## config.mk

```make
export PLATFORM = sky130hd
export DESIGN_NAME = icp_queue
export DESIGN_NICKNAME = d
export VERILOG_FILES = /design/src/hw/rtl/icp_pkg.sv /design/src/hw/rtl/icp_queue.sv
export SDC_FILE = /design/constraint.sdc
export NUM_CORES = 1
export LEC_CHECK = 0
export BUFFER_PORTS_ARGS = -buffer_cell sky130_fd_sc_hd__buf_2
export CORE_AREA = 2 2 107 109
export CTS_BUF_LIST = sky130_fd_sc_hd__clkbuf_8
export DETAILED_ROUTE_END_ITERATION = 8
export DIE_AREA = 0 0 109 111
export PLACE_DENSITY = 0.84
export SLEW_MARGIN = 5
export SYNTH_ARGS = -nofsm -noshare
export SYNTH_HDL_FRONTEND = slang
export SYNTH_SLANG_ARGS = --single-unit
export TNS_END_PERCENT = 50
```

## constraint.sdc

```tcl
create_clock -name clk -period 4.12 [get_ports clk]
set_input_delay 0.412 -clock clk [delete_from_list [all_inputs] [get_ports clk]]
set_output_delay 0.412 -clock clk [all_outputs]
set_load 0.01 [all_outputs]
```

## src/hw/rtl/icp_pkg.sv

```systemverilog
// Shared types, constants and lookup functions of the text cell parser.
`default_nettype none
package icp_pkg;

	localparam logic [1:0] KIND_GLYPH   = 2'd0;
	localparam logic [1:0] KIND_EOL     = 2'd1;
	localparam logic [1:0] KIND_EOL_FUL = 2'd2;

	localparam logic [1:0] REG_ROW_LIMIT   = 2'd0;
	localparam logic [1:0] REG_USE_DEFAULT = 2'd1;
	localparam logic [1:0] REG_PAL0        = 2'd2;
	localparam logic [1:0] REG_PAL1        = 2'd3;

	localparam logic [7:0] CH_NUL   = 8'd0;
	localparam logic [7:0] CH_BOLD  = 8'd2;
	localparam logic [7:0] CH_COLOR = 8'd3;
	localparam logic [7:0] CH_CR    = 8'd13;
	localparam logic [7:0] CH_PLAIN = 8'd15;
	localparam logic [7:0] CH_REV   = 8'd22;
	localparam logic [7:0] CH_ITAL  = 8'd29;
	localparam logic [7:0] CH_UNDER = 8'd31;
	localparam logic [7:0] CH_SPACE = 8'h20;
	localparam logic [7:0] CH_COMMA = 8'h2C;
	localparam logic [7:0] CH_ZERO  = 8'h30;
	localparam logic [7:0] CH_NINE  = 8'h39;

	localparam logic [20:0] BLOCK_LO = 21'h2580;
	localparam logic [20:0] BLOCK_HI = 21'h259F;

	// Classified word passed from the front part to the back part.
	typedef struct packed {
		logic [1:0]  kind;
		logic [7:0]  glyph;
		logic        bank;
		logic [9:0]  column;
		logic [7:0]  row;
		logic [6:0]  fg_idx;
		logic [6:0]  bg_idx;
	} cell_word_t;

	typedef struct packed {
		logic [7:0]  row_limit;
		logic        use_default;
		logic [23:0] pal0;
		logic [23:0] pal1;
	} cfg_t;

	function automatic logic [23:0] pal_fixed(input logic [6:0] i);
		logic [23:0] r;
		case (i)
			7'd2: r = 24'h00007F; 7'd3: r = 24'h009300; 7'd4: r = 24'hFF0000;
			7'd5: r = 24'h7F0000; 7'd6: r = 24'h9C009C; 7'd7: r = 24'hFC7F00;
			7'd8: r = 24'hFFFF00; 7'd9: r = 24'h00FC00; 7'd10: r = 24'h009393;
			7'd11: r = 24'h00FFFF; 7'd12: r = 24'h0000FC; 7'd13: r = 24'hFF00FF;
			7'd14: r = 24'h7F7F7F; 7'd15: r = 24'hD2D2D2; 7'd16: r = 24'h470000;
			7'd17: r = 24'h472100; 7'd18: r = 24'h474700; 7'd19: r = 24'h324700;
			7'd20: r = 24'h004700; 7'd21: r = 24'h00472C; 7'd22: r = 24'h004747;
			7'd23: r = 24'h002747; 7'd24: r = 24'h000047; 7'd25: r = 24'h2E0047;
			7'd26: r = 24'h470047; 7'd27: r = 24'h47002A; 7'd28: r = 24'h740000;
			7'd29: r = 24'h743A00; 7'd30: r = 24'h747400; 7'd31: r = 24'h517400;
			7'd32: r = 24'h007400; 7'd33: r = 24'h007449; 7'd34: r = 24'h007474;
			7'd35: r = 24'h004074; 7'd36: r = 24'h000074; 7'd37: r = 24'h4B0074;
			7'd38: r = 24'h740074; 7'd39: r = 24'h740045; 7'd40: r = 24'hB50000;
			7'd41: r = 24'hB56300; 7'd42: r = 24'hB5B500; 7'd43: r = 24'h7DB500;
			7'd44: r = 24'h00B500; 7'd45: r = 24'h00B571; 7'd46: r = 24'h00B5B5;
			7'd47: r = 24'h0063B5; 7'd48: r = 24'h0000B5; 7'd49: r = 24'h7500B5;
			7'd50: r = 24'hB500B5; 7'd51: r = 24'hB5006B; 7'd52: r = 24'hFF0000;
			7'd53: r = 24'hFF8C00; 7'd54: r = 24'hFFFF00; 7'd55: r = 24'hB2FF00;
			7'd56: r = 24'h00FF00; 7'd57: r = 24'h00FFA0; 7'd58: r = 24'h00FFFF;
			7'd59: r = 24'h008CFF; 7'd60: r = 24'h0000FF; 7'd61: r = 24'hA500FF;
			7'd62: r = 24'hFF00FF; 7'd63: r = 24'hFF0098; 7'd64: r = 24'hFF5959;
			7'd65: r = 24'hFFB459; 7'd66: r = 24'hFFFF71; 7'd67: r = 24'hCFFF60;
			7'd68: r = 24'h6FFF6F; 7'd69: r = 24'h65FFC9; 7'd70: r = 24'h6DFFFF;
			7'd71: r = 24'h59B4FF; 7'd72: r = 24'h5959FF; 7'd73: r = 24'hC459FF;
			7'd74: r = 24'hFF66FF; 7'd75: r = 24'hFF59BC; 7'd76: r = 24'hFF9C9C;
			7'd77: r = 24'hFFD39C; 7'd78: r = 24'hFFFF9C; 7'd79: r = 24'hE2FF9C;
			7'd80: r = 24'h9CFF9C; 7'd81: r = 24'h9CFFDB; 7'd82: r = 24'h9CFFFF;
			7'd83: r = 24'h9CD3FF; 7'd84: r = 24'h9C9CFF; 7'd85: r = 24'hDC9CFF;
			7'd86: r = 24'hFF9CFF; 7'd87: r = 24'hFF94D3; 7'd88: r = 24'h000000;
			7'd89: r = 24'h131313; 7'd90: r = 24'h282828; 7'd91: r = 24'h363636;
			7'd92: r = 24'h4D4D4D; 7'd93: r = 24'h656565; 7'd94: r = 24'h818181;
			7'd95: r = 24'h9F9F9F; 7'd96: r = 24'hBCBCBC; 7'd97: r = 24'hE2E2E2;
			7'd98: r = 24'hFFFFFF;
			default: r = 24'h000000;
		endcase
		return r;
	endfunction

	// Code page 437 glyph for a code point; low byte when the code point is not in the table.
	function automatic logic [7:0] to_cp437(input logic [20:0] cp);
		logic [7:0] g;
		g = cp[7:0];
		if (cp[20:16] == 5'd0) begin
			case (cp[15:0])
				16'h00C7: g = 8'h80; 16'h00FC: g = 8'h81; 16'h00E9: g = 8'h82;
				16'h00E2: g = 8'h83; 16'h00E4: g = 8'h84; 16'h00E0: g = 8'h85;
				16'h00E5: g = 8'h86; 16'h00E7: g = 8'h87; 16'h00EA: g = 8'h88;
				16'h00EB: g = 8'h89; 16'h00E8: g = 8'h8A; 16'h00EF: g = 8'h8B;
				16'h00EE: g = 8'h8C; 16'h00EC: g = 8'h8D; 16'h00C4: g = 8'h8E;
				16'h00C5: g = 8'h8F; 16'h00C9: g = 8'h90; 16'h00E6: g = 8'h91;
				16'h00C6: g = 8'h92; 16'h00F4: g = 8'h93; 16'h00F6: g = 8'h94;
				16'h00F2: g = 8'h95; 16'h00FB: g = 8'h96; 16'h00F9: g = 8'h97;
				16'h00FF: g = 8'h98; 16'h00D6: g = 8'h99; 16'h00DC: g = 8'h9A;
				16'h00A2: g = 8'h9B; 16'h00A3: g = 8'h9C; 16'h00A5: g = 8'h9D;
				16'h20A7: g = 8'h9E; 16'h0192: g = 8'h9F; 16'h00E1: g = 8'hA0;
				16'h00ED: g = 8'hA1; 16'h00F3: g = 8'hA2; 16'h00FA: g = 8'hA3;
				16'h00F1: g = 8'hA4; 16'h00D1: g = 8'hA5; 16'h00AA: g = 8'hA6;
				16'h00BA: g = 8'hA7; 16'h00BF: g = 8'hA8; 16'h2310: g = 8'hA9;
				16'h00AC: g = 8'hAA; 16'h00BD: g = 8'hAB; 16'h00BC: g = 8'hAC;
				16'h00A1: g = 8'hAD; 16'h00AB: g = 8'hAE; 16'h00BB: g = 8'hAF;
				16'h2591: g = 8'hB0; 16'h2592: g = 8'hB1; 16'h2593: g = 8'hB2;
				16'h2502: g = 8'hB3; 16'h2524: g = 8'hB4; 16'h2561: g = 8'hB5;
				16'h2562: g = 8'hB6; 16'h2556: g = 8'hB7; 16'h2555: g = 8'hB8;
				16'h2563: g = 8'hB9; 16'h2551: g = 8'hBA; 16'h2557: g = 8'hBB;
				16'h255D: g = 8'hBC; 16'h255C: g = 8'hBD; 16'h255B: g = 8'hBE;
				16'h2510: g = 8'hBF; 16'h2514: g = 8'hC0; 16'h2534: g = 8'hC1;
				16'h252C: g = 8'hC2; 16'h251C: g = 8'hC3; 16'h2500: g = 8'hC4;
				16'h253C: g = 8'hC5; 16'h255E: g = 8'hC6; 16'h255F: g = 8'hC7;
				16'h255A: g = 8'hC8; 16'h2554: g = 8'hC9; 16'h2569: g = 8'hCA;
				16'h2566: g = 8'hCB; 16'h2560: g = 8'hCC; 16'h2550: g = 8'hCD;
				16'h256C: g = 8'hCE; 16'h2567: g = 8'hCF; 16'h2568: g = 8'hD0;
				16'h2564: g = 8'hD1; 16'h2565: g = 8'hD2; 16'h2559: g = 8'hD3;
				16'h2558: g = 8'hD4; 16'h2552: g = 8'hD5; 16'h2553: g = 8'hD6;
				16'h256B: g = 8'hD7; 16'h256A: g = 8'hD8; 16'h2518: g = 8'hD9;
				16'h250C: g = 8'hDA; 16'h2588: g = 8'hDB; 16'h2584: g = 8'hDC;
				16'h258C: g = 8'hDD; 16'h2590: g = 8'hDE; 16'h2580: g = 8'hDF;
				16'h03B1: g = 8'hE0; 16'h00DF: g = 8'hE1; 16'h0393: g = 8'hE2;
				16'h03C0: g = 8'hE3; 16'h03A3: g = 8'hE4; 16'h03C3: g = 8'hE5;
				16'h00B5: g = 8'hE6; 16'h03C4: g = 8'hE7; 16'h03A6: g = 8'hE8;
				16'h0398: g = 8'hE9; 16'h03A9: g = 8'hEA; 16'h03B4: g = 8'hEB;
				16'h221E: g = 8'hEC; 16'h03C6: g = 8'hED; 16'h03B5: g = 8'hEE;
				16'h2229: g = 8'hEF; 16'h2261: g = 8'hF0; 16'h00B1: g = 8'hF1;
				16'h2265: g = 8'hF2; 16'h2264: g = 8'hF3; 16'h2320: g = 8'hF4;
				16'h2321: g = 8'hF5; 16'h00F7: g = 8'hF6; 16'h2248: g = 8'hF7;
				16'h00B0: g = 8'hF8; 16'h2219: g = 8'hF9; 16'h00B7: g = 8'hFA;
				16'h221A: g = 8'hFB; 16'h207F: g = 8'hFC; 16'h00B2: g = 8'hFD;
				16'h25A0: g = 8'hFE; 16'h00A0: g = 8'hFF;
				default: g = cp[7:0];
			endcase
		end
		return g;
	endfunction

endpackage
`default_nettype wire

```

## src/hw/rtl/icp_queue.sv

```systemverilog
// Short word queue between the front and back parts.
`default_nettype none
module icp_queue (
	input  wire logic              clk,
	input  wire logic              arst_n,
	input  wire logic              wr_en,
	input  wire icp_pkg::cell_word_t wr_word,
	input  wire logic              rd_en,
	output icp_pkg::cell_word_t    rd_word,
	output logic                   not_empty,
	output logic [2:0]             count
);
	import icp_pkg::*;

	cell_word_t  mem_q [4];
	logic [1:0]  wp_q, rp_q;
	logic [2:0]  cnt_q;

	always_ff @(posedge clk) begin
		if (wr_en) mem_q[wp_q] <= wr_word;
	end

	always_ff @(posedge clk or negedge arst_n) begin
		if (!arst_n) begin
			wp_q <= 2'd0; rp_q <= 2'd0; cnt_q <= 3'd0;
		end else begin
			if (wr_en) wp_q <= wp_q + 2'd1;
			if (rd_en) rp_q <= rp_q + 2'd1;
			cnt_q <= cnt_q + {2'd0, wr_en} - {2'd0, rd_en};
		end
	end

	assign rd_word = mem_q[rp_q];
	assign not_empty = (cnt_q != 3'd0);
	assign count = cnt_q;
endmodule
`default_nettype wire

```

==> flow_metrics.tcl <==
set metrics [dict create \
    finalHoldViolCount 0 \
    syn-instance-count 258 \
    die_x_um 109 \
    end_kind "output pin" \
    rsz0062_at_grt "false" \
    start_kind "register" \
    syn-cell-area_sq_um 6650 \
    tightest_slew_ns 1.16 \
    leakagePower_nw 2.64 \
    rows 39 \
    fin_tns_setup_ns 0 \
    vias_per_cell 5.66 \
    worstSetupPathType "reg -> out" \
    dpl.cell_count 488 \
    outcome "finished, final reports clean" \
    antennaDiodeCount 0 \
    dp.final_hpwl_mm 6.09 \
    grt_max_degree 46 \
    start_util_pct 60.0 \
    fin_nets 419 \
    pin_count 94 \
    reg2reg_from "wp_q[0]" \
    clock_skew_ns 0.00862 \
    final_common_cell "edfxtp_1" \
    fmax_mhz 372 \
    design.core.area_sq_um 11100 \
    placed_cell_area_sq_um 7220 \
    clock_latency_ns 0.45 \
    worstPathRequired_ns 3.71 \
    cts_root_buf "clkbuf_8" \
    ys_seq_area_share_pct 80.3 \
    drt_iter0_markers 159 \
    maxCapViolCount 0 \
    grt_pass1_vias 3135 \
    worst_hold_slack_ns 0.171 \
    r2r-end "mem_q[2][41]" \
    syn-num-nets 312 \
    whs_path_depth 1 \
    grt_use_total_pct 19.2 \
    holdPathEnd "mem_q[2][1]" \
    clock-sinks 179 \
    cp_max_fo 45 \
    gr-total-overflow 0 \
    clock_path_buffers 2 \
    cts.hold.buffers_added 1 \
    dieArea_sq_um 12100 \
    ys_types 16 \
    fin_crit_sh_pct 65.2 \
    power_density_nw_per_um2 670 \
    portBuffers 93 \
    drive_gt1_share_pct 44.4 \
    antenna_found_initial 1 \
    relSlewSlack_pct 22.8 \
    hold_path_class "in -> reg" \
    cts_setup_buffers 0 \
    wire_per_inst_um 20.1 \
    irDropWorstVdd_v 0.000482 \
    wl_mm 10.5 \
    htree_num_levels 4 \
    min-delay-start "wr_word[1]" \
    r2r_cells 4 \
    post_cts_resized 0 \
    setup_viol 0 \
    final_area_sq_um 7580 \
    ys_warn_count 0 \
    dr.pass1.iters 4 \
    syn2layout_area_growth_pct 14.0 \
    report.final.slew_viol_count 0 \
    die_y_um 111 \
    grt_pass1_wl_mm 16.4 \
    mostFrequentLayoutCells "edfxtp_1, buf_2, mux4_2, clkbuf_8, inv_1" \
    drc_errors 0 \
    antenna_left 0 \
    cts_tree "yes" \
    cp.arrival_ns 2.28 \
    syn_area_per_cell_sq_um 25.8 \
    cts_made_buffers 17 \
    gp_congestion 0.700 \
    ys_ff_latch 179 \
    r2r_slack_ns 1.96 \
    clk_pin_slew_worst_paths_ns 0.09 \
    post-route-util_pct 68.4 \
    instances_no_fill 521 \
    period_minus_slack_ns 2.69 \
    vias 2949 \
]
-- flip-flops by register name (all words and copies together), names as in the netlist --
| register | cells |
|---|---|
| wp_q | 2 |
| mem_q | 172 |
| rp_q | 2 |
| count | 3 |
-- cells by family after synthesis --
logic type	Yosys count	share of synthesized area, %
xor+xnor	5	0.659
buf+inv	16	2.09
simple gates	7	0.583
mux	43	14.8
fa+ha+maj	7	1.43
compound gates	1	0.0752
flops	179	80.3
-- layer usage --
layer / routed length, um / track usage [%] / vias up
met4: 130 / 7.01 / 2
met1: 4420 / 25.7 / 1523
met3: 660 / 6.94 / 18
met2: 5240 / 29.3 / 103
li1: - / - / 1303
met5: 13 / 0 / -
-- layout make-up --
cell class,instances,area (sq um)
inverter,6,22.5
multi-input combinational,63,1170
fill,660,3500
clock inverter,15,119
timing repair buffer,98,505
sequential,179,5350
clock buffer,17,234
tap,143,179
-- stage by stage --
step	power, mW	worst slack (ns)
2_1_floorplan	3.63	2.06
3_3_place_gp	4.05	1.83
3_5_place_dp	4.10	1.83
4_1_cts	5.15	1.32
5_1_grt	5.34	1.25
6_report	5.08	1.43
-- worst max path at each step --
stage	start	end	slack, ns	depth (start not counted)
floorplan	wp_q[0]	mem_q[0][0]	2.06	3
detailed placement	rp_q[0]	rd_word[1]	1.83	2
CTS	rp_q[0]	rd_word[1]	1.32	2
global placement	rp_q[0]	rd_word[1]	1.83	2
finish	rp_q[0]	rd_word[38]	1.43	2
global route	rp_q[0]	rd_word[1]	1.25	2
-- power by group --
part           total, mW  switching [mW]  internal [mW]
Combinational       1.33           0.624          0.711
Clock               1.05           0.585          0.470
Sequential          2.69           0.301           2.39
Total               5.08            1.51           3.57
-- critical path: stages (launching register included) --
cell and delay, ns:
dfrtp_4 1.01, mux4_2 0.63, buf_2 0.16
-- Yosys cell counts --
library cell	instances	area [sq um]
nand2_1	2	7.51
o21ai_0	1	5.00
buf_12	4	80.1
xor2_1	3	26.3
mux4_2	38	856
ha_1	6	75.1
mux4_1	5	131
and2_1	4	25.0
dfrtp_1	7	175
xnor2_1	2	17.5
buf_2	5	25.0
edfxtp_1	172	5160
inv_1	6	22.5
or3_1	1	6.26
buf_6	1	11.3
fa_1	1	20.0
Note: power is estimated with default switching activity, not from simulation.
