--- config.mk ---
export PLATFORM = sky130hd
export DESIGN_NAME = icp_front
export DESIGN_NICKNAME = d
export VERILOG_FILES = /design/src/hw/rtl/icp_pkg.sv /design/src/hw/rtl/icp_front.sv
export SDC_FILE = /design/constraint.sdc
export NUM_CORES = 1
export LEC_CHECK = 0
export BUFFER_PORTS_ARGS = -buffer_cell sky130_fd_sc_hd__buf_4
export CORE_ASPECT_RATIO = 1.2
export CORE_MARGIN = 3
export CORE_UTILIZATION = 40
export CTS_CLUSTER_DIAMETER = 120
export CTS_CLUSTER_SIZE = 24
export DETAILED_ROUTE_END_ITERATION = 6
export PLACE_DENSITY = 0.58
export SETUP_SLACK_MARGIN = 0.15
export SYNTH_ARGS = -nofsm -noshare
export SYNTH_HDL_FRONTEND = slang
export SYNTH_SLANG_ARGS = --single-unit
--- constraint.sdc ---
create_clock -name clk -period 6.15 [get_ports clk]
set_clock_uncertainty 0.15 [all_clocks]
set_input_delay 0.615 -clock clk [delete_from_list [all_inputs] [get_ports clk]]
set_output_delay 0.615 -clock clk [all_outputs]
set_load 0.02 [all_outputs]
--- src/hw/rtl/icp_pkg.sv ---
// Shared types, constants and lookup functions of the text cell parser.
`default_nettype none
package icp_pkg;

	localparam logic [1:0] KIND_GLYPH   = 2'd0;
	localparam logic [1:0] KIND_EOL     = 2'd1;
	localparam logic [1:0] KIND_EOL_FUL = 2'd2;

	localparam logic [1:0] REG_ROW_LIMIT   = 2'd0;
	localparam logic [1:0] REG_USE_DEFAULT = 2'd1;
	localparam logic [1:0] REG_PAL0        = 2'd2;
	localparam logic [1:0] REG_PAL1        = 2'd3;

	localparam logic [7:0] CH_NUL   = 8'd0;
	localparam logic [7:0] CH_BOLD  = 8'd2;
	localparam logic [7:0] CH_COLOR = 8'd3;
	localparam logic [7:0] CH_CR    = 8'd13;
	localparam logic [7:0] CH_PLAIN = 8'd15;
	localparam logic [7:0] CH_REV   = 8'd22;
	localparam logic [7:0] CH_ITAL  = 8'd29;
	localparam logic [7:0] CH_UNDER = 8'd31;
	localparam logic [7:0] CH_SPACE = 8'h20;
	localparam logic [7:0] CH_COMMA = 8'h2C;
	localparam logic [7:0] CH_ZERO  = 8'h30;
	localparam logic [7:0] CH_NINE  = 8'h39;

	localparam logic [20:0] BLOCK_LO = 21'h2580;
	localparam logic [20:0] BLOCK_HI = 21'h259F;

	// Classified word passed from the front part to the back part.
	typedef struct packed {
		logic [1:0]  kind;
		logic [7:0]  glyph;
		logic        bank;
		logic [9:0]  column;
		logic [7:0]  row;
		logic [6:0]  fg_idx;
		logic [6:0]  bg_idx;
	} cell_word_t;

	typedef struct packed {
		logic [7:0]  row_limit;
		logic        use_default;
		logic [23:0] pal0;
		logic [23:0] pal1;
	} cfg_t;

	function automatic logic [23:0] pal_fixed(input logic [6:0] i);
		logic [23:0] r;
		case (i)
			7'd2: r = 24'h00007F; 7'd3: r = 24'h009300; 7'd4: r = 24'hFF0000;
			7'd5: r = 24'h7F0000; 7'd6: r = 24'h9C009C; 7'd7: r = 24'hFC7F00;
			7'd8: r = 24'hFFFF00; 7'd9: r = 24'h00FC00; 7'd10: r = 24'h009393;
			7'd11: r = 24'h00FFFF; 7'd12: r = 24'h0000FC; 7'd13: r = 24'hFF00FF;
			7'd14: r = 24'h7F7F7F; 7'd15: r = 24'hD2D2D2; 7'd16: r = 24'h470000;
			7'd17: r = 24'h472100; 7'd18: r = 24'h474700; 7'd19: r = 24'h324700;
			7'd20: r = 24'h004700; 7'd21: r = 24'h00472C; 7'd22: r = 24'h004747;
			7'd23: r = 24'h002747; 7'd24: r = 24'h000047; 7'd25: r = 24'h2E0047;
			7'd26: r = 24'h470047; 7'd27: r = 24'h47002A; 7'd28: r = 24'h740000;
			7'd29: r = 24'h743A00; 7'd30: r = 24'h747400; 7'd31: r = 24'h517400;
			7'd32: r = 24'h007400; 7'd33: r = 24'h007449; 7'd34: r = 24'h007474;
			7'd35: r = 24'h004074; 7'd36: r = 24'h000074; 7'd37: r = 24'h4B0074;
			7'd38: r = 24'h740074; 7'd39: r = 24'h740045; 7'd40: r = 24'hB50000;
			7'd41: r = 24'hB56300; 7'd42: r = 24'hB5B500; 7'd43: r = 24'h7DB500;
			7'd44: r = 24'h00B500; 7'd45: r = 24'h00B571; 7'd46: r = 24'h00B5B5;
			7'd47: r = 24'h0063B5; 7'd48: r = 24'h0000B5; 7'd49: r = 24'h7500B5;
			7'd50: r = 24'hB500B5; 7'd51: r = 24'hB5006B; 7'd52: r = 24'hFF0000;
			7'd53: r = 24'hFF8C00; 7'd54: r = 24'hFFFF00; 7'd55: r = 24'hB2FF00;
			7'd56: r = 24'h00FF00; 7'd57: r = 24'h00FFA0; 7'd58: r = 24'h00FFFF;
			7'd59: r = 24'h008CFF; 7'd60: r = 24'h0000FF; 7'd61: r = 24'hA500FF;
			7'd62: r = 24'hFF00FF; 7'd63: r = 24'hFF0098; 7'd64: r = 24'hFF5959;
			7'd65: r = 24'hFFB459; 7'd66: r = 24'hFFFF71; 7'd67: r = 24'hCFFF60;
			7'd68: r = 24'h6FFF6F; 7'd69: r = 24'h65FFC9; 7'd70: r = 24'h6DFFFF;
			7'd71: r = 24'h59B4FF; 7'd72: r = 24'h5959FF; 7'd73: r = 24'hC459FF;
			7'd74: r = 24'hFF66FF; 7'd75: r = 24'hFF59BC; 7'd76: r = 24'hFF9C9C;
			7'd77: r = 24'hFFD39C; 7'd78: r = 24'hFFFF9C; 7'd79: r = 24'hE2FF9C;
			7'd80: r = 24'h9CFF9C; 7'd81: r = 24'h9CFFDB; 7'd82: r = 24'h9CFFFF;
			7'd83: r = 24'h9CD3FF; 7'd84: r = 24'h9C9CFF; 7'd85: r = 24'hDC9CFF;
			7'd86: r = 24'hFF9CFF; 7'd87: r = 24'hFF94D3; 7'd88: r = 24'h000000;
			7'd89: r = 24'h131313; 7'd90: r = 24'h282828; 7'd91: r = 24'h363636;
			7'd92: r = 24'h4D4D4D; 7'd93: r = 24'h656565; 7'd94: r = 24'h818181;
			7'd95: r = 24'h9F9F9F; 7'd96: r = 24'hBCBCBC; 7'd97: r = 24'hE2E2E2;
			7'd98: r = 24'hFFFFFF;
			default: r = 24'h000000;
		endcase
		return r;
	endfunction

	// Code page 437 glyph for a code point; low byte when the code point is not in the table.
	function automatic logic [7:0] to_cp437(input logic [20:0] cp);
		logic [7:0] g;
		g = cp[7:0];
		if (cp[20:16] == 5'd0) begin
			case (cp[15:0])
				16'h00C7: g = 8'h80; 16'h00FC: g = 8'h81; 16'h00E9: g = 8'h82;
				16'h00E2: g = 8'h83; 16'h00E4: g = 8'h84; 16'h00E0: g = 8'h85;
				16'h00E5: g = 8'h86; 16'h00E7: g = 8'h87; 16'h00EA: g = 8'h88;
				16'h00EB: g = 8'h89; 16'h00E8: g = 8'h8A; 16'h00EF: g = 8'h8B;
				16'h00EE: g = 8'h8C; 16'h00EC: g = 8'h8D; 16'h00C4: g = 8'h8E;
				16'h00C5: g = 8'h8F; 16'h00C9: g = 8'h90; 16'h00E6: g = 8'h91;
				16'h00C6: g = 8'h92; 16'h00F4: g = 8'h93; 16'h00F6: g = 8'h94;
				16'h00F2: g = 8'h95; 16'h00FB: g = 8'h96; 16'h00F9: g = 8'h97;
				16'h00FF: g = 8'h98; 16'h00D6: g = 8'h99; 16'h00DC: g = 8'h9A;
				16'h00A2: g = 8'h9B; 16'h00A3: g = 8'h9C; 16'h00A5: g = 8'h9D;
				16'h20A7: g = 8'h9E; 16'h0192: g = 8'h9F; 16'h00E1: g = 8'hA0;
				16'h00ED: g = 8'hA1; 16'h00F3: g = 8'hA2; 16'h00FA: g = 8'hA3;
				16'h00F1: g = 8'hA4; 16'h00D1: g = 8'hA5; 16'h00AA: g = 8'hA6;
				16'h00BA: g = 8'hA7; 16'h00BF: g = 8'hA8; 16'h2310: g = 8'hA9;
				16'h00AC: g = 8'hAA; 16'h00BD: g = 8'hAB; 16'h00BC: g = 8'hAC;
				16'h00A1: g = 8'hAD; 16'h00AB: g = 8'hAE; 16'h00BB: g = 8'hAF;
				16'h2591: g = 8'hB0; 16'h2592: g = 8'hB1; 16'h2593: g = 8'hB2;
				16'h2502: g = 8'hB3; 16'h2524: g = 8'hB4; 16'h2561: g = 8'hB5;
				16'h2562: g = 8'hB6; 16'h2556: g = 8'hB7; 16'h2555: g = 8'hB8;
				16'h2563: g = 8'hB9; 16'h2551: g = 8'hBA; 16'h2557: g = 8'hBB;
				16'h255D: g = 8'hBC; 16'h255C: g = 8'hBD; 16'h255B: g = 8'hBE;
				16'h2510: g = 8'hBF; 16'h2514: g = 8'hC0; 16'h2534: g = 8'hC1;
				16'h252C: g = 8'hC2; 16'h251C: g = 8'hC3; 16'h2500: g = 8'hC4;
				16'h253C: g = 8'hC5; 16'h255E: g = 8'hC6; 16'h255F: g = 8'hC7;
				16'h255A: g = 8'hC8; 16'h2554: g = 8'hC9; 16'h2569: g = 8'hCA;
				16'h2566: g = 8'hCB; 16'h2560: g = 8'hCC; 16'h2550: g = 8'hCD;
				16'h256C: g = 8'hCE; 16'h2567: g = 8'hCF; 16'h2568: g = 8'hD0;
				16'h2564: g = 8'hD1; 16'h2565: g = 8'hD2; 16'h2559: g = 8'hD3;
				16'h2558: g = 8'hD4; 16'h2552: g = 8'hD5; 16'h2553: g = 8'hD6;
				16'h256B: g = 8'hD7; 16'h256A: g = 8'hD8; 16'h2518: g = 8'hD9;
				16'h250C: g = 8'hDA; 16'h2588: g = 8'hDB; 16'h2584: g = 8'hDC;
				16'h258C: g = 8'hDD; 16'h2590: g = 8'hDE; 16'h2580: g = 8'hDF;
				16'h03B1: g = 8'hE0; 16'h00DF: g = 8'hE1; 16'h0393: g = 8'hE2;
				16'h03C0: g = 8'hE3; 16'h03A3: g = 8'hE4; 16'h03C3: g = 8'hE5;
				16'h00B5: g = 8'hE6; 16'h03C4: g = 8'hE7; 16'h03A6: g = 8'hE8;
				16'h0398: g = 8'hE9; 16'h03A9: g = 8'hEA; 16'h03B4: g = 8'hEB;
				16'h221E: g = 8'hEC; 16'h03C6: g = 8'hED; 16'h03B5: g = 8'hEE;
				16'h2229: g = 8'hEF; 16'h2261: g = 8'hF0; 16'h00B1: g = 8'hF1;
				16'h2265: g = 8'hF2; 16'h2264: g = 8'hF3; 16'h2320: g = 8'hF4;
				16'h2321: g = 8'hF5; 16'h00F7: g = 8'hF6; 16'h2248: g = 8'hF7;
				16'h00B0: g = 8'hF8; 16'h2219: g = 8'hF9; 16'h00B7: g = 8'hFA;
				16'h221A: g = 8'hFB; 16'h207F: g = 8'hFC; 16'h00B2: g = 8'hFD;
				16'h25A0: g = 8'hFE; 16'h00A0: g = 8'hFF;
				default: g = cp[7:0];
			endcase
		end
		return g;
	endfunction

endpackage
`default_nettype wire

--- src/hw/rtl/icp_front.sv ---
// Front part: parses bytes, tracks colors, UTF-8 and cursor, emits cell words.
`default_nettype none
module icp_front #(
	parameter int MAX_COLUMNS = 1024
) (
	input  wire logic              clk,
	input  wire logic              arst_n,
	input  wire logic              in_fire,
	input  wire logic [7:0]        text_byte,
	input  wire logic [7:0]        row_limit,
	output logic                   screen_full,
	output logic                   word_valid,
	output icp_pkg::cell_word_t    word
);
	import icp_pkg::*;

	localparam int CW = $clog2(MAX_COLUMNS);
	localparam logic [CW-1:0] COL_MAX = CW'(MAX_COLUMNS - 1);

	typedef enum logic [3:0] {
		M_TEXT = 4'b0001,
		M_FG   = 4'b0010,
		M_BG   = 4'b0100,
		M_UTF  = 4'b1000
	} mode_t;

	mode_t        mode_q, mode_d;
	logic [1:0]   dcnt_q, dcnt_d;
	logic [6:0]   fg_q, fg_d, bg_q, bg_d;
	logic [2:0]   ulen_q, ulen_d, urcv_q, urcv_d;
	logic [7:0]   ub0_q, ub1_q, ub2_q;
	logic [CW-1:0] col_q, col_d;
	logic [7:0]   row_q, row_d;
	logic         full_q, full_d;
	logic         emit;
	cell_word_t   w;

	logic [7:0]   c;
	logic         is_digit;
	logic [3:0]   dig;
	logic [2:0]   lead_len;
	logic [7:0]   fg_mul, bg_mul;
	logic [2:0]   urcv_inc;
	logic [20:0]  cp;
	logic         text_path;
	logic [7:0]   row_inc;

	always_comb begin
		c = (text_byte < CH_SPACE) ? CH_SPACE : text_byte;
		is_digit = (c >= CH_ZERO) && (c <= CH_NINE);
		dig = c[3:0];
		if ((c & 8'hE0) == 8'hC0) lead_len = 3'd2;
		else if ((c & 8'hF0) == 8'hE0) lead_len = 3'd3;
		else if ((c & 8'hF8) == 8'hF0) lead_len = 3'd4;
		else lead_len = 3'd0;
		fg_mul = ((dcnt_q == 2'd0) ? 8'd0 : ({1'b0, fg_q} * 8'd10)) + {4'd0, dig};
		bg_mul = ((dcnt_q == 2'd0) ? 8'd0 : ({1'b0, bg_q} * 8'd10)) + {4'd0, dig};
		urcv_inc = urcv_q + 3'd1;
		case (ulen_q)
			3'd2: cp = {10'd0, ub0_q[4:0], c[5:0]};
			3'd3: cp = {5'd0, ub0_q[3:0], ub1_q[5:0], c[5:0]};
			default: cp = {ub0_q[2:0], ub1_q[5:0], ub2_q[5:0], c[5:0]};
		endcase
		row_inc = (row_q < 8'd255) ? row_q + 8'd1 : row_q;
	end

	always_comb begin
		mode_d = mode_q; dcnt_d = dcnt_q; fg_d = fg_q; bg_d = bg_q;
		ulen_d = ulen_q; urcv_d = urcv_q; col_d = col_q; row_d = row_q;
		full_d = full_q; emit = 1'b0; text_path = 1'b0;
		w = '0;
		w.row = row_q;
		w.column = (col_q > CW'(1023)) ? 10'd1023 : 10'(col_q);
		if (in_fire && !full_q) begin
			if (text_byte == CH_CR) begin
				emit = 1'b1;
				w.column = '0;
				fg_d = 7'd1; bg_d = 7'd0; col_d = '0; mode_d = M_TEXT; dcnt_d = 2'd0;
				row_d = row_inc;
				if (row_inc >= row_limit) begin
					full_d = 1'b1; w.kind = KIND_EOL_FUL;
				end else begin
					w.kind = KIND_EOL;
				end
			end else if (text_byte == CH_NUL) begin
				mode_d = M_TEXT; dcnt_d = 2'd0;
			end else if (text_byte == CH_REV) begin
				mode_d = M_TEXT; fg_d = 7'd0; bg_d = 7'd1;
			end else if (text_byte == CH_COLOR) begin
				mode_d = M_FG; dcnt_d = 2'd0;
			end else if (text_byte == CH_PLAIN) begin
				mode_d = M_TEXT; fg_d = 7'd1; bg_d = 7'd0;
			end else if (text_byte == CH_UNDER || text_byte == CH_BOLD ||
					text_byte == CH_ITAL) begin
				mode_d = M_TEXT;
			end else begin
				case (mode_q)
					M_FG: begin
						if (is_digit && dcnt_q == 2'd2) begin
							mode_d = M_TEXT; text_path = 1'b1;
						end else if (is_digit) begin
							dcnt_d = dcnt_q + 2'd1;
							fg_d = (fg_mul > 8'd99) ? 7'd1 : fg_mul[6:0];
						end else if (c == CH_COMMA) begin
							dcnt_d = 2'd0; mode_d = M_BG;
						end else begin
							if (dcnt_q == 2'd0) begin
								fg_d = 7'd1; bg_d = 7'd0;
							end
							mode_d = M_TEXT; text_path = 1'b1;
						end
					end
					M_BG: begin
						if (is_digit) begin
							bg_d = (bg_mul > 8'd99) ? 7'd0 : bg_mul[6:0];
							dcnt_d = dcnt_q + 2'd1;
							if (dcnt_q != 2'd0) mode_d = M_TEXT;
						end else begin
							mode_d = M_TEXT; text_path = 1'b1;
						end
					end
					M_UTF: begin
						urcv_d = urcv_inc;
						if (urcv_inc >= ulen_q) begin
							mode_d = M_TEXT; emit = 1'b1;
							w.fg_idx = fg_q; w.bg_idx = bg_q;
							if (cp >= BLOCK_LO && cp <= BLOCK_HI) begin
								w.glyph = 8'(cp - BLOCK_LO); w.bank = 1'b1;
							end else begin
								w.glyph = to_cp437(cp);
							end
						end
					end
					default: text_path = 1'b1;
				endcase
				if (text_path) begin
					dcnt_d = 2'd0;
					if (lead_len != 3'd0) begin
						ulen_d = lead_len; urcv_d = 3'd1; mode_d = M_UTF;
					end else begin
						emit = 1'b1; w.glyph = c;
						w.fg_idx = fg_d; w.bg_idx = bg_d;
					end
				end
				if (emit && col_q < COL_MAX) col_d = col_q + CW'(1);
			end
		end
	end

	// Continuation bytes land at their position; the last one is used directly.
	// Other control bytes arrive here as spaces and are stored like any byte.
	always_ff @(posedge clk) begin
		if (in_fire && !full_q && text_byte != CH_CR) begin
			if (text_path && lead_len != 3'd0) ub0_q <= c;
			if (mode_q == M_UTF) begin
				if (urcv_q[1:0] == 2'd1) ub1_q <= c;
				if (urcv_q[1:0] == 2'd2) ub2_q <= c;
			end
		end
	end

	always_ff @(posedge clk or negedge arst_n) begin
		if (!arst_n) begin
			mode_q <= M_TEXT; dcnt_q <= 2'd0; fg_q <= 7'd1; bg_q <= 7'd0;
			ulen_q <= 3'd0; urcv_q <= 3'd0; col_q <= '0; row_q <= 8'd0;
			full_q <= 1'b0; word_valid <= 1'b0;
		end else begin
			mode_q <= mode_d; dcnt_q <= dcnt_d; fg_q <= fg_d; bg_q <= bg_d;
			ulen_q <= ulen_d; urcv_q <= urcv_d; col_q <= col_d; row_q <= row_d;
			full_q <= full_d; word_valid <= emit;
		end
	end

	always_ff @(posedge clk) begin
		if (emit) word <= w;
	end

	assign screen_full = full_q;
endmodule
`default_nettype wire

==> run metrics <==
ys async rst share=43.4%; vias in the first global route=~8800; Avg Vias per Cell=6.68; Mapped Cells=1048; post-synthesis sequential area ratio=32.4%; Clock Latency Late Sink=0.35 ns; Critical Path Sink Type=flop; setup_tns=0 ns; Max IR drop VDD=200 uV; row count=between 50 and 60; I/O pin count=between 60 and 70; fin worst setup slack=1.51 ns; share of the synthesized area in the top cell type=19.8%; Die Ht=171 um; clock sinks=106; pwr/cell area=242 mW/mm^2; final hold slack=0.128 ns; CTS tree=done; grt ovf=0; Root Buffer=clkbuf_16; share of the core filled with cells=about 45%; # resized after CTS=0; first-pass GRT wire length=53.4 mm; GPL Wtd Cong=1.06; IO Port Bufs=63; RSZ-0062 raised after global routing=false; Slew @ Worst Pin=1.10 ns; WP data required=6.08 ns; core area=~0.022 mm^2; WS Path Type=flop to flop; Design Power=2.41 mW; initial core utilization=between 40% and 50%; Layout Nets=roughly 1100; Most used DFF post-synth=edfxtp_1; Max clock buf depth=2; HP Class=primary input to async pin; status=finished clean; yosys warns=0; largest net degree at the start of global routing=47; Slew Limit Fails=0; Final Non-Filler Cells=1347; Clock transition at path regs=approximately 0.080 ns; dpl cells=1331; leading area contributor after synthesis=edfxtp_1; final setup fails=0; pre-CTS setup slack=1.56 ns; Post-CTS Setup Bufs=0; Initial DRT Pass Iterations=6; Synth cell types=around 110; R2R setup slack=between 1.5 and 2 ns; initial antenna violation count=0; fraction of layout cells with a size suffix above 1=14.5%; CP arrival=4.56 ns; synth top area cells=edfxtp_1 20%, dfrtp_1 12%, ha_1 5.1%; GRT Util Overall=between 20% and 30%; ANT nets after route=0; fin area=0.00996 mm^2; net count after synthesis=1107; CTS buffer count=9; WL final=roughly 35 mm; FF/Latch Area=0.00296 mm^2; H-tree depth=3; period utilization=75.4%; Vias=8992; Reg2Reg Depth=9; slew margin rel.=about a quarter; area occupied by multi-input gates=0.00572 mm^2; Placed Area=~0.0097 mm^2; Filler cells=between 2000 and 2500; Mapped Area=0.00912 mm^2; hpwl dp=26.2 mm; MaxCap Viol Count=0; Tmin final=4.64 ns; critical path launch point type=flop; cts hold-fix bufs=0; syn_area_per_cell=8.70 um^2; die area=0.0246 mm^2; Critical Path Fanout Max=16; Die Wd=144 um; n_diodes=0; worst r2r src=ulen_q[0]; Final Hold Viols=0; DRC Markers=0; EDFF count, synth=60; Synth Register Bits=approximately 110; reg-to-reg critical path endpoint=word[39]; Initial DRC Count=about 1000; fmax=216 MHz; Pleak=slightly below 4 nW; Area Growth Syn to Fin=9.28%; routed wire length per instance=roughly 26 um
## layout make-up
type                       count  share of cell area (%)
clock buffer                  11                    2.65
clock inverter                 5                   0.352
inverter                      26                   0.980
multi-input combinational    852                    57.4
sequential                   106                    29.7
tap                          274                    3.44
timing repair buffer          73                    5.50
## routing by layer
layer / up-vias / share of wire (%) / track usage (%)
li1: 4016 / - / -
met1: 4302 / 40 / 36.5
met2: 530 / 46 / 45.3
met3: 144 / 8.3 / 5.20
met4: 0 / 6.4 / 14.9
met5: - / 0 / 0
## how the worst max path moves through the flow
stage	to	start	slack [ns]	cells past startpoint
floorplan	word[10]	text_byte[7]	1.92	17
global placement	word[13]	text_byte[5]	1.61	14
detailed placement	word[12]	text_byte[5]	1.56	15
CTS	word[35]	ulen_q[0]	1.90	9
global route	word[39]	ulen_q[0]	1.55	9
finish	word[39]	ulen_q[0]	1.51	9
## cell families (layout without fill, tap and decap cells)
kind of cell / Yosys count / in the layout / share of synthesized area (%)
fa+ha+maj: 41 / 41 / 5.86
xor+xnor: 34 / 34 / 3.42
mux: 24 / 24 / 3.57
compound gates: 281 / 281 / 22.2
simple gates: 472 / 472 / 27.6
buf+inv: 90 / 115 / 4.93
flops: 106 / 106 / 32.4
## where the power goes
group | switching (mW) | internal [mW]
combinational | 0.545 | 0.286
sequential | 0.0971 | 0.907
clock | 0.263 | 0.311
total | 0.905 | 1.50
## synth_stat cells, types with 25 or more instances
library cell,number
inv_1,25
a21oi_1,60
clkbuf_1,26
nor3_1,42
ha_1,37
edfxtp_1,60
and2_1,28
nand3_1,37
nand2_1,106
o21ai_0,45
dfrtp_1,44
nor2_1,103
## critical path: stages, from the launching register on
cell	delay (ns)
dfrtp_1	0.71
mux2_2	0.43
mux2i_2	0.38
nand4_2	0.63
nor4_1	0.99
a2111oi_2	0.19
and4_1	0.23
a41oi_1	0.34
nor2b_1	0.21
o31ai_2	0.07
## placed cells by master (no fill, tap or decap), drive strengths merged, types with 8 or more instances in the layout
cell and count:
mux2 14, or4 8, xnor2 20, nor4 21, a22o 11, and3 14, edfxtp 60, buf 73
ha 37, a21oi 60, a21o 18, nand2b 16, o31ai 11, or3 13, nor2 106, mux2i 10
xor2 13, and2 29, a22oi 9, o21ai 48, nand4 23, o211ai 12, nor3 44, nand3 38
a31oi 15, clkbuf 11, nand2 109, dfrtp 44, inv 27, a32o 8, nor2b 18
## registers in the layout, indices dropped and copies added (netlist names)
name and cells:
bg_q 7, col_q 10, dcnt_q 2, fg_q 7, mode_q 4, row_q 8, screen_full 1, ub0_q 5
ub1_q 6, ub2_q 6, ulen_q 3, urcv_q 3, word 43, word_valid 1
Power figures use the tool's default switching activity.
